$ cat src/rtl/bkh_pkg.sv
`timescale 1ns / 1ps
// ----------------------------------------------------------------------------
// Binary key hash package
// Shared widths, constants, codes and types of the key hash / bucket block.
// ----------------------------------------------------------------------------
package bkh_pkg;

	localparam int HASH_W   = 32;
	localparam int BYTE_W   = 8;
	localparam int BUCKET_W = 31;
	localparam int LOG2_W   = 5;
	localparam int CFG_W    = 32;
	localparam int CFG_IDX_W = 1;

	localparam logic [HASH_W-1:0] HASH_INIT = 32'd1;
	localparam logic [HASH_W-1:0] STEP_INIT = 32'd4;
	localparam logic [HASH_W-1:0] STEP_INC  = 32'd3;

	// item kind codes
	localparam logic KIND_BYTE = 1'b0;
	localparam logic KIND_NULL = 1'b1;

	// configuration register indexes
	localparam logic [CFG_IDX_W-1:0] CFG_SPAN_LOG2    = 1'b0;
	localparam logic [CFG_IDX_W-1:0] CFG_RECORD_COUNT = 1'b1;

	typedef struct packed {
		logic              kind;
		logic [BYTE_W-1:0] data_byte;
		logic              last;
	} item_t;

	typedef struct packed {
		logic [HASH_W-1:0]   hash_value;
		logic [BUCKET_W-1:0] bucket_index;
	} result_t;

	typedef struct packed {
		logic [LOG2_W-1:0] span_log2;
		logic [HASH_W-1:0] record_count;
	} cfg_t;

	// handoff from the hash core to the bucket stage
	typedef struct packed {
		logic              valid;
		logic [HASH_W-1:0] hash;
	} hash_req_t;

endpackage

$ cat src/rtl/bkh_if.sv
`timescale 1ns / 1ps
// ----------------------------------------------------------------------------
// Binary key hash channels
// Valid/ready channels for key items in and hash results out.
// ----------------------------------------------------------------------------
interface bkh_in_if;
	import bkh_pkg::*;

	logic              valid;
	logic              ready;
	logic              kind;
	logic [BYTE_W-1:0] data_byte;
	logic              last;

	modport source (output valid, output kind, output data_byte, output last, input ready);
	modport sink   (input valid, input kind, input data_byte, input last, output ready);
endinterface

interface bkh_out_if;
	import bkh_pkg::*;

	logic                valid;
	logic                ready;
	logic [HASH_W-1:0]   hash_value;
	logic [BUCKET_W-1:0] bucket_index;

	modport source (output valid, output hash_value, output bucket_index, input ready);
	modport sink   (input valid, input hash_value, input bucket_index, output ready);
endinterface

$ cat src/rtl/bkh_hash_core.sv
`timescale 1ns / 1ps
// ----------------------------------------------------------------------------
// Key hash core
// Registers each key item, folds it into the running hash and step, and hands
// the finished hash of a key to the bucket stage.
// ----------------------------------------------------------------------------
module bkh_hash_core (
	input  logic                clk,
	input  logic                arst_n,
	input  logic                in_valid,
	output logic                in_ready,
	input  bkh_pkg::item_t      in_item,
	input  logic                req_ready,
	output bkh_pkg::hash_req_t  req
);
	import bkh_pkg::*;

	logic              valid_s1;
	item_t             item_s1;
	logic [HASH_W-1:0] hash_q;
	logic [HASH_W-1:0] step_q;
	logic              valid_s2;
	logic [HASH_W-1:0] hash_s2;

	logic              take;
	logic [HASH_W-1:0] base;
	logic [HASH_W+BYTE_W-1:0] prod;
	logic [HASH_W-1:0] sum;
	logic [HASH_W-1:0] hash_nx;

	// consume a non-final item at once; a final one waits for room downstream
	assign take     = valid_s1 && (!item_s1.last || req_ready);
	assign in_ready = !valid_s1 || take;

	// one hash round
	always_comb begin
		base = {{(HASH_W-6){1'b0}}, hash_q[5:0]} + step_q;
		prod = base * item_s1.data_byte;
		sum  = prod[HASH_W-1:0] + {hash_q[HASH_W-9:0], 8'd0};
		if (item_s1.kind == KIND_NULL) begin
			hash_nx = hash_q ^ {hash_q[HASH_W-2:0], 1'b1};
		end else begin
			hash_nx = hash_q ^ sum;
		end
	end

	// input register
	always_ff @(posedge clk or negedge arst_n) begin
		if (!arst_n) begin
			valid_s1 <= 1'b0;
		end else if (in_ready) begin
			valid_s1 <= in_valid;
		end
	end

	always_ff @(posedge clk) begin
		if (in_ready) begin
			item_s1 <= in_item;
		end
	end

	// running hash and step; restart after the final item of a key
	always_ff @(posedge clk or negedge arst_n) begin
		if (!arst_n) begin
			hash_q <= HASH_INIT;
			step_q <= STEP_INIT;
		end else if (take) begin
			if (item_s1.last) begin
				hash_q <= HASH_INIT;
				step_q <= STEP_INIT;
			end else begin
				hash_q <= hash_nx;
				if (item_s1.kind == KIND_BYTE) begin
					step_q <= step_q + STEP_INC;
				end
			end
		end
	end

	// finished hash register
	always_ff @(posedge clk or negedge arst_n) begin
		if (!arst_n) begin
			valid_s2 <= 1'b0;
		end else if (req_ready) begin
			valid_s2 <= take && item_s1.last;
		end
	end

	always_ff @(posedge clk) begin
		if (req_ready) begin
			hash_s2 <= hash_nx;
		end
	end

	assign req.valid = valid_s2;
	assign req.hash  = hash_s2;

endmodule

$ cat src/rtl/bkh_bucket.sv
`timescale 1ns / 1ps
// ----------------------------------------------------------------------------
// Bucket stage
// Masks a finished hash to its linear-hash bucket and holds the result
// register of the output channel.
// ----------------------------------------------------------------------------
module bkh_bucket (
	input  logic                clk,
	input  logic                arst_n,
	input  bkh_pkg::cfg_t       cfg,
	input  bkh_pkg::hash_req_t  req,
	output logic                req_ready,
	output logic                out_valid,
	input  logic                out_ready,
	output bkh_pkg::result_t    out_result
);
	import bkh_pkg::*;

	logic              valid_s3;
	result_t           result_s3;
	logic [HASH_W-1:0] full_mask;
	logic [HASH_W-1:0] half_mask;
	logic [HASH_W-1:0] full_hit;
	logic [HASH_W-1:0] bucket;

	assign req_ready = !valid_s3 || out_ready;

	// pick the full span if it lands below the record count, else the half span
	always_comb begin
		full_mask = ~({HASH_W{1'b1}} << cfg.span_log2);
		half_mask = full_mask >> 1;
		full_hit  = req.hash & full_mask;
		if (full_hit < cfg.record_count) begin
			bucket = full_hit;
		end else begin
			bucket = req.hash & half_mask;
		end
	end

	// result register
	always_ff @(posedge clk or negedge arst_n) begin
		if (!arst_n) begin
			valid_s3 <= 1'b0;
		end else if (req_ready) begin
			valid_s3 <= req.valid;
		end
	end

	always_ff @(posedge clk) begin
		if (req_ready) begin
			result_s3.hash_value   <= req.hash;
			result_s3.bucket_index <= bucket[BUCKET_W-1:0];
		end
	end

	assign out_valid  = valid_s3;
	assign out_result = result_s3;

endmodule

$ cat src/rtl/binary_key_hash_bucket_top.sv
`timescale 1ns / 1ps
// ----------------------------------------------------------------------------
// Binary key hash with bucket selection
// Hashes a key streamed one byte or null marker per request and returns the
// final hash with its linear-hash bucket on the last request of each key.
//
//   channel   direction  payload                          handshake
//   item      in         kind, data_byte, last            valid/ready
//   result    out        hash_value, bucket_index         valid/ready
//   cfg       in         cfg_we, cfg_index, cfg_wdata     write enable only
//
// One request is taken per cycle while no final request waits on a stalled result;
// each hash round is the byte multiply-add fed back from the running hash register.
// A result passes the finished hash register and then the result register.
// Reset returns the hash to 1, the step to 4 and both registers to 0.
// Non-final requests flow on while a result is stalled; a final request
// waits while the result register holds a result that is not taken.
// ----------------------------------------------------------------------------
module binary_key_hash_bucket_top (
	input  logic                            clk,
	input  logic                            arst_n,
	bkh_in_if.sink                          item,
	bkh_out_if.source                       result,
	input  logic                            cfg_we,
	input  logic [bkh_pkg::CFG_IDX_W-1:0]   cfg_index,
	input  logic [bkh_pkg::CFG_W-1:0]       cfg_wdata
);
	import bkh_pkg::*;

	cfg_t      cfg_q;
	item_t     in_item;
	hash_req_t req;
	logic      req_ready;
	result_t   out_result;

	// configuration registers
	always_ff @(posedge clk or negedge arst_n) begin
		if (!arst_n) begin
			cfg_q.span_log2    <= '0;
			cfg_q.record_count <= '0;
		end else if (cfg_we) begin
			unique case (cfg_index)
				CFG_SPAN_LOG2:    cfg_q.span_log2    <= cfg_wdata[LOG2_W-1:0];
				CFG_RECORD_COUNT: cfg_q.record_count <= cfg_wdata[HASH_W-1:0];
				default: ;
			endcase
		end
	end

	assign in_item.kind      = item.kind;
	assign in_item.data_byte = item.data_byte;
	assign in_item.last      = item.last;

	bkh_hash_core u_core (
		.clk       (clk),
		.arst_n    (arst_n),
		.in_valid  (item.valid),
		.in_ready  (item.ready),
		.in_item   (in_item),
		.req_ready (req_ready),
		.req       (req)
	);

	bkh_bucket u_bucket (
		.clk        (clk),
		.arst_n     (arst_n),
		.cfg        (cfg_q),
		.req        (req),
		.req_ready  (req_ready),
		.out_valid  (result.valid),
		.out_ready  (result.ready),
		.out_result (out_result)
	);

	assign result.hash_value   = out_result.hash_value;
	assign result.bucket_index = out_result.bucket_index;

	// the bucket is always a masked copy of the hash
	a_bucket_subset: assert property (@(posedge clk) disable iff (!arst_n)
		result.valid |-> (result.bucket_index & ~result.hash_value[BUCKET_W-1:0]) == '0)
		else $error("bucket index has bits outside the hash");

	// a finished hash held back by the result register is kept intact
	a_hash_hold: assert property (@(posedge clk) disable iff (!arst_n)
		req.valid && !req_ready |=> req.valid && $stable(req.hash))
		else $error("stalled hash lost or changed");

	// a stalled result blocks the hash register from taking a new one
	a_stall_chain: assert property (@(posedge clk) disable iff (!arst_n)
		result.valid && !result.ready && req.valid |-> !req_ready)
		else $error("hash handed over while result stalled");

endmodule

$ cat src/flat_wrapper.sv
// flat-port wrapper written by rule: the top's interface ports become plain ports
module binary_key_hash_bucket_top_flat import bkh_pkg::*;
  (clk, arst_n, cfg_we, cfg_index, cfg_wdata, item_valid, item_kind, item_data_byte, item_last, item_ready, result_valid, result_hash_value, result_bucket_index, result_ready);
  bkh_in_if item_i ();
  bkh_out_if result_i ();
  input  logic clk;
  input  logic arst_n;
  input  logic cfg_we;
  input  logic [bkh_pkg::CFG_IDX_W-1:0] cfg_index;
  input  logic [bkh_pkg::CFG_W-1:0] cfg_wdata;
  input wire logic [$bits(item_i.valid)-1:0] item_valid;
  input wire logic [$bits(item_i.kind)-1:0] item_kind;
  input wire logic [$bits(item_i.data_byte)-1:0] item_data_byte;
  input wire logic [$bits(item_i.last)-1:0] item_last;
  output wire logic [$bits(item_i.ready)-1:0] item_ready;
  output wire logic [$bits(result_i.valid)-1:0] result_valid;
  output wire logic [$bits(result_i.hash_value)-1:0] result_hash_value;
  output wire logic [$bits(result_i.bucket_index)-1:0] result_bucket_index;
  input wire logic [$bits(result_i.ready)-1:0] result_ready;
  assign item_i.valid = item_valid;
  assign item_i.kind = item_kind;
  assign item_i.data_byte = item_data_byte;
  assign item_i.last = item_last;
  assign item_ready = item_i.ready;
  assign result_valid = result_i.valid;
  assign result_hash_value = result_i.hash_value;
  assign result_bucket_index = result_i.bucket_index;
  assign result_i.ready = result_ready;
  binary_key_hash_bucket_top u_core (.clk(clk), .arst_n(arst_n), .item(item_i), .result(result_i), .cfg_we(cfg_we), .cfg_index(cfg_index), .cfg_wdata(cfg_wdata));
endmodule
$ cat config.mk
export PLATFORM = sky130hd
export DESIGN_NAME = binary_key_hash_bucket_top_flat
export DESIGN_NICKNAME = d
export VERILOG_FILES = /design/src/rtl/bkh_pkg.sv /design/src/rtl/bkh_if.sv /design/src/rtl/bkh_hash_core.sv /design/src/rtl/bkh_bucket.sv /design/src/rtl/binary_key_hash_bucket_top.sv /design/src/flat_wrapper.sv
export SDC_FILE = /design/constraint.sdc
export NUM_CORES = 1
export LEC_CHECK = 0
export BUFFER_PORTS_ARGS = -buffer_cell sky130_fd_sc_hd__buf_4
export CAP_MARGIN = 20
export CORE_ASPECT_RATIO = 0.8
export CORE_MARGIN = 5
export CORE_UTILIZATION = 40
export DETAILED_ROUTE_END_ITERATION = 6
export PLACE_DENSITY = 0.54
export SLEW_MARGIN = 10
export SYNTH_ARGS = -nofsm -noshare
export SYNTH_HDL_FRONTEND = slang
export SYNTH_SLANG_ARGS = --single-unit
$ cat constraint.sdc
create_clock -name clk -period 12.5 [get_ports clk]
set_input_delay 0.625 -clock clk [delete_from_list [all_inputs] [get_ports clk]]
set_output_delay 0.625 -clock clk [all_outputs]
set_load 0.03 [all_outputs]
==> impl_results.md <==
* GR Overflow Total at 0
* Hold_buf cts at 0
* Status: finished, final reports clean
* Largest family of logic cells by synthesized area: adder cells
* Layout Area Growth over Synthesis at 12.5%
* Crit Path Max Fanout at 8
* Die ar. at 48900 um^2
* R2R cell count at 29
* Iter 0 DRT Violations at approximately 940
* Final hold slack at about 0.08 ns
* CTS tree: yes
* Peak Freq at 119 MHz
* Fin crit period at 8.40 ns
* RSZ-0062 raised after global routing: no
* First-pass GRT wire length at 72900 um
* Worst path max stage delay at 0.61 ns
* Chip Height at a little under 200 um
* Final setup TNS at 0 ns
* Final instance area at 20000 um^2
* NumNets Final at 2171
* Internal power at ~2.7 mW
* Slew @ Worst Pin at 1.10 ns
* Synthesized area at 17800 um^2
* Antenna violations before repair at 0
* Clk sinks at 209
* Slowest-stage cell, CP: xor2_1
* Final Max Tran Viols at 0
* CP arrival at 8.81 ns
* Clk pwr share at 14.0%
* Number of synthesized register bits at 209
* Part of the power in combinational logic at between 60% and 70%
* Post-Layout Cell Count at 2482
* Vias after detailed routing at roughly 12000
* Synth area leaders: fa_1 20%, edfxtp_1 18%, dfrtp_1 14%, ha_1 5.7%, inv_1 5.7%
* Clock root buffer: clkbuf_16
* FP Rows at 69
* Gpl congestion at 0.892
* Post-route ant nets at 0
* Seq/Total Area, Yosys at 32.3%
* Most used cell, CP: fa_1
* Final setup fails at 0
* Leak Pwr at 9.32 nW
* WP data required at 12.91 ns
* Core box area at 44200 um^2
* Sw power at 2.33 mW
* Clock transition at path regs at 0.06 ns
* Ys async rst share at 49.8%
* Type of the most critical hold path: input pin to asynchronous set/reset pin
* Xor and xnor area share after synthesis at 6.16%
* Die Wd at 246 um
* Htree depth at 1
* Post-synth EDFFs at ~110
* Cts repair resizes at 0
* Cells after Synth at 1774
* Total track usage at 18.9%
* IO Pins at 113
* Number of port buffers at 112
* Dpl cells at 2438
* PwrDens at 250 nW/um^2
* Yosys cell types at 66
* Switch share at 46.6%
* Post-Synth Simple-Gate Area at ~16%
* Clk Latency, worst-skew pair at 0.54 ns
* Syn Nets at 2083
* Crit. End Element: flip-flop
* CP Class: flip-flop to flip-flop
* Postcts setup bufs at 0
* Area fraction in compound gates after synthesis at 8.38%
* DP HPWL at between 30000 and 40000 um
* Syn_area_per_cell at around 10 um^2
* N_diodes at 0
* Post-route clock period utilization at approximately two thirds
* Cts bufs inserted at 24
* Crit start category: flip-flop
* Synth Flop Type: edfxtp_1
* Placed Instance Area at 19200 um^2
* Worst relative slew slack at 26.9%
* WL per Instance at 18.3 um
* Routed WL at approximately 45000 um
* Maximum vdd drop at 303 uV
* Sequential Power Share at 23.6%
* Max Root-Sink Buffers at 3
* Area share of the largest cell type after synthesis at between 20% and 30%
* Max cap viols at 0
* Yosys warns at 0
* Synth Area in Adders at 25.9%
* # fillers at roughly 4300
* Post-synthesis mux area share at 3.49%
* Fin. Hold Viols at 0
* Vias in the first global route at 13000
* Post-synth top area cell: fa_1
* Initial DRT Pass Iterations at 5
* Layout cells sized above 1 at 11.7%
* Clk_skew at 0.0230 ns
* Initial Util at 40.3%
* Drc violations at 0
* Pin count of the biggest net entering global routing at 67
* Vias per inst at between 5 and 6
-- layout make-up --
cell class / instances / area (um^2) / area share [%]
clock inverters: 9 / 81.3 / 0.406
well taps: 603 / 754 / 3.77
inverters: 269 / 1010 / 5.05
multi-input cells: 1226 / 10700 / 53.6
clock buffers: 34 / 691 / 3.45
repair buffers: 132 / 998 / 4.99
flip-flops and latches: 209 / 5760 / 28.7
-- worst max-delay path, delay by kind of cell, from the launching register on --
kind | cells | cell delay, ns
AO/OA/AOI/OAI | 8 | 1.97
multiplexers | 3 | 0.71
adder cells (fa/ha/maj) | 7 | 2.84
buffers and inverters | 4 | 0.24
flip-flops | 1 | 0.55
XOR/XNOR | 2 | 0.70
AND/OR/NAND/NOR | 5 | 1.24
-- logic make-up (layout without fill, tap and decap cells) --
logic type	after synthesis	count (layout)
AOI/OAI and AO/OA	238	238
adders and majority gates	261	261
muxes	57	57
xor gates and xnor gates	122	122
DFF	209	209
buffers and inverters	339	444
and+or+nand+nor	548	548
-- power groups by stage --
stage / clock, mW / sequential (mW) / combinational [mW]
2_1_floorplan: 0 / 1.29 / 2.14
3_3_place_gp: 0 / 1.19 / 3.09
3_5_place_dp: 0 / 1.20 / 3.13
4_1_cts: 0.723 / 1.19 / 3.16
5_1_grt: 0.747 / 1.21 / 3.56
6_report: 0.701 / 1.18 / 3.13
-- worst paths after layout --
check | start | endpoint | slack, ns
setup reg to reg | u_core.u_core.hash_q[0] | u_core.u_core.hash_q[30] | 4.10
hold / removal | arst_n | u_core.cfg_q[9] | 0.08
max in group asynchronous | arst_n | u_core.u_core.step_q[3] | 11.05
min in group clk | item_kind | u_core.u_core.item_s1[9] | 0.25
hold reg to reg | u_core.u_core.hash_s2[31] | u_core.u_bucket.out_result[62] | 0.44
setup / recovery | u_core.u_core.hash_q[0] | u_core.u_core.hash_q[30] | 4.10
-- layout by cell type, fill, tap and decap left out, types with 11 or more instances in the layout --
cell type	instances
nor3_1	13
a21oi_1	59
mux2i_1	18
xor2_1	41
xnor2_1	79
nor2b_1	121
o21ai_0	68
nand2b_1	38
clkbuf_16	26
a21boi_0	12
a21o_1	21
and3_1	19
nand4_1	14
fa_1	180
nand2_1	132
mux2_2	38
ha_1	81
and2_1	75
buf_4	131
inv_1	268
nand3_1	18
edfxtp_1	105
o21a_1	18
dfrtp_1	102
nor2_1	89
o22ai_1	11
-- routing by layer --
layer / share of wire, % / track usage (%) / up-vias
met5: 0 / 0 / -
met4: 1.9 / 4.05 / 0
met3: 5.2 / 3.26 / 52
met2: 45 / 29.4 / 240
met1: 48 / 27.9 / 6308
li1: - / - / 5893
-- registers in the layout, indices dropped and copies added, names as in the netlist --
register                    cells
u_core.cfg_q                   37
u_core.u_bucket.out_result     63
u_core.u_bucket.out_valid       1
u_core.u_core.hash_q           32
u_core.u_core.hash_s2          32
u_core.u_core.item_s1          10
u_core.u_core.step_q           32
u_core.u_core.valid_s1          1
u_core.u_core.valid_s2          1
-- cell usage after synthesis (all sizes together) (3+ instances only) --
| cell type | n |
|---|---|
| a211oi | 8 |
| a21boi | 13 |
| a21o | 21 |
| a21oi | 59 |
| a22o | 3 |
| and2 | 75 |
| and3 | 19 |
| and4 | 5 |
| buf | 13 |
| clkbuf | 57 |
| dfrtp | 102 |
| edfxtp | 105 |
| fa | 180 |
| ha | 81 |
| inv | 269 |
| mux2 | 38 |
| mux2i | 19 |
| nand2 | 132 |
| nand2b | 38 |
| nand3 | 18 |
| nand4 | 17 |
| nor2 | 89 |
| nor2b | 121 |
| nor3 | 14 |
| nor3b | 5 |
| nor4 | 5 |
| o21a | 18 |
| o21ai | 73 |
| o21bai | 4 |
| o22ai | 11 |
| o31a | 3 |
| o31ai | 5 |
| or3 | 5 |
| xnor2 | 79 |
| xor2 | 41 |
-- metrics by stage --
stage                     power [mW]  setup slack (ns)  utilization (%)
after global routing            5.51              3.54             45.3
after CTS                       5.07              4.13             45.3
after global placement          4.28              4.27             43.5
after floorplan                 3.43              5.06                -
after detailed placement        4.33              4.15             43.5
final                           5.01              4.10             45.3
Power figures use the tool's default switching activity.
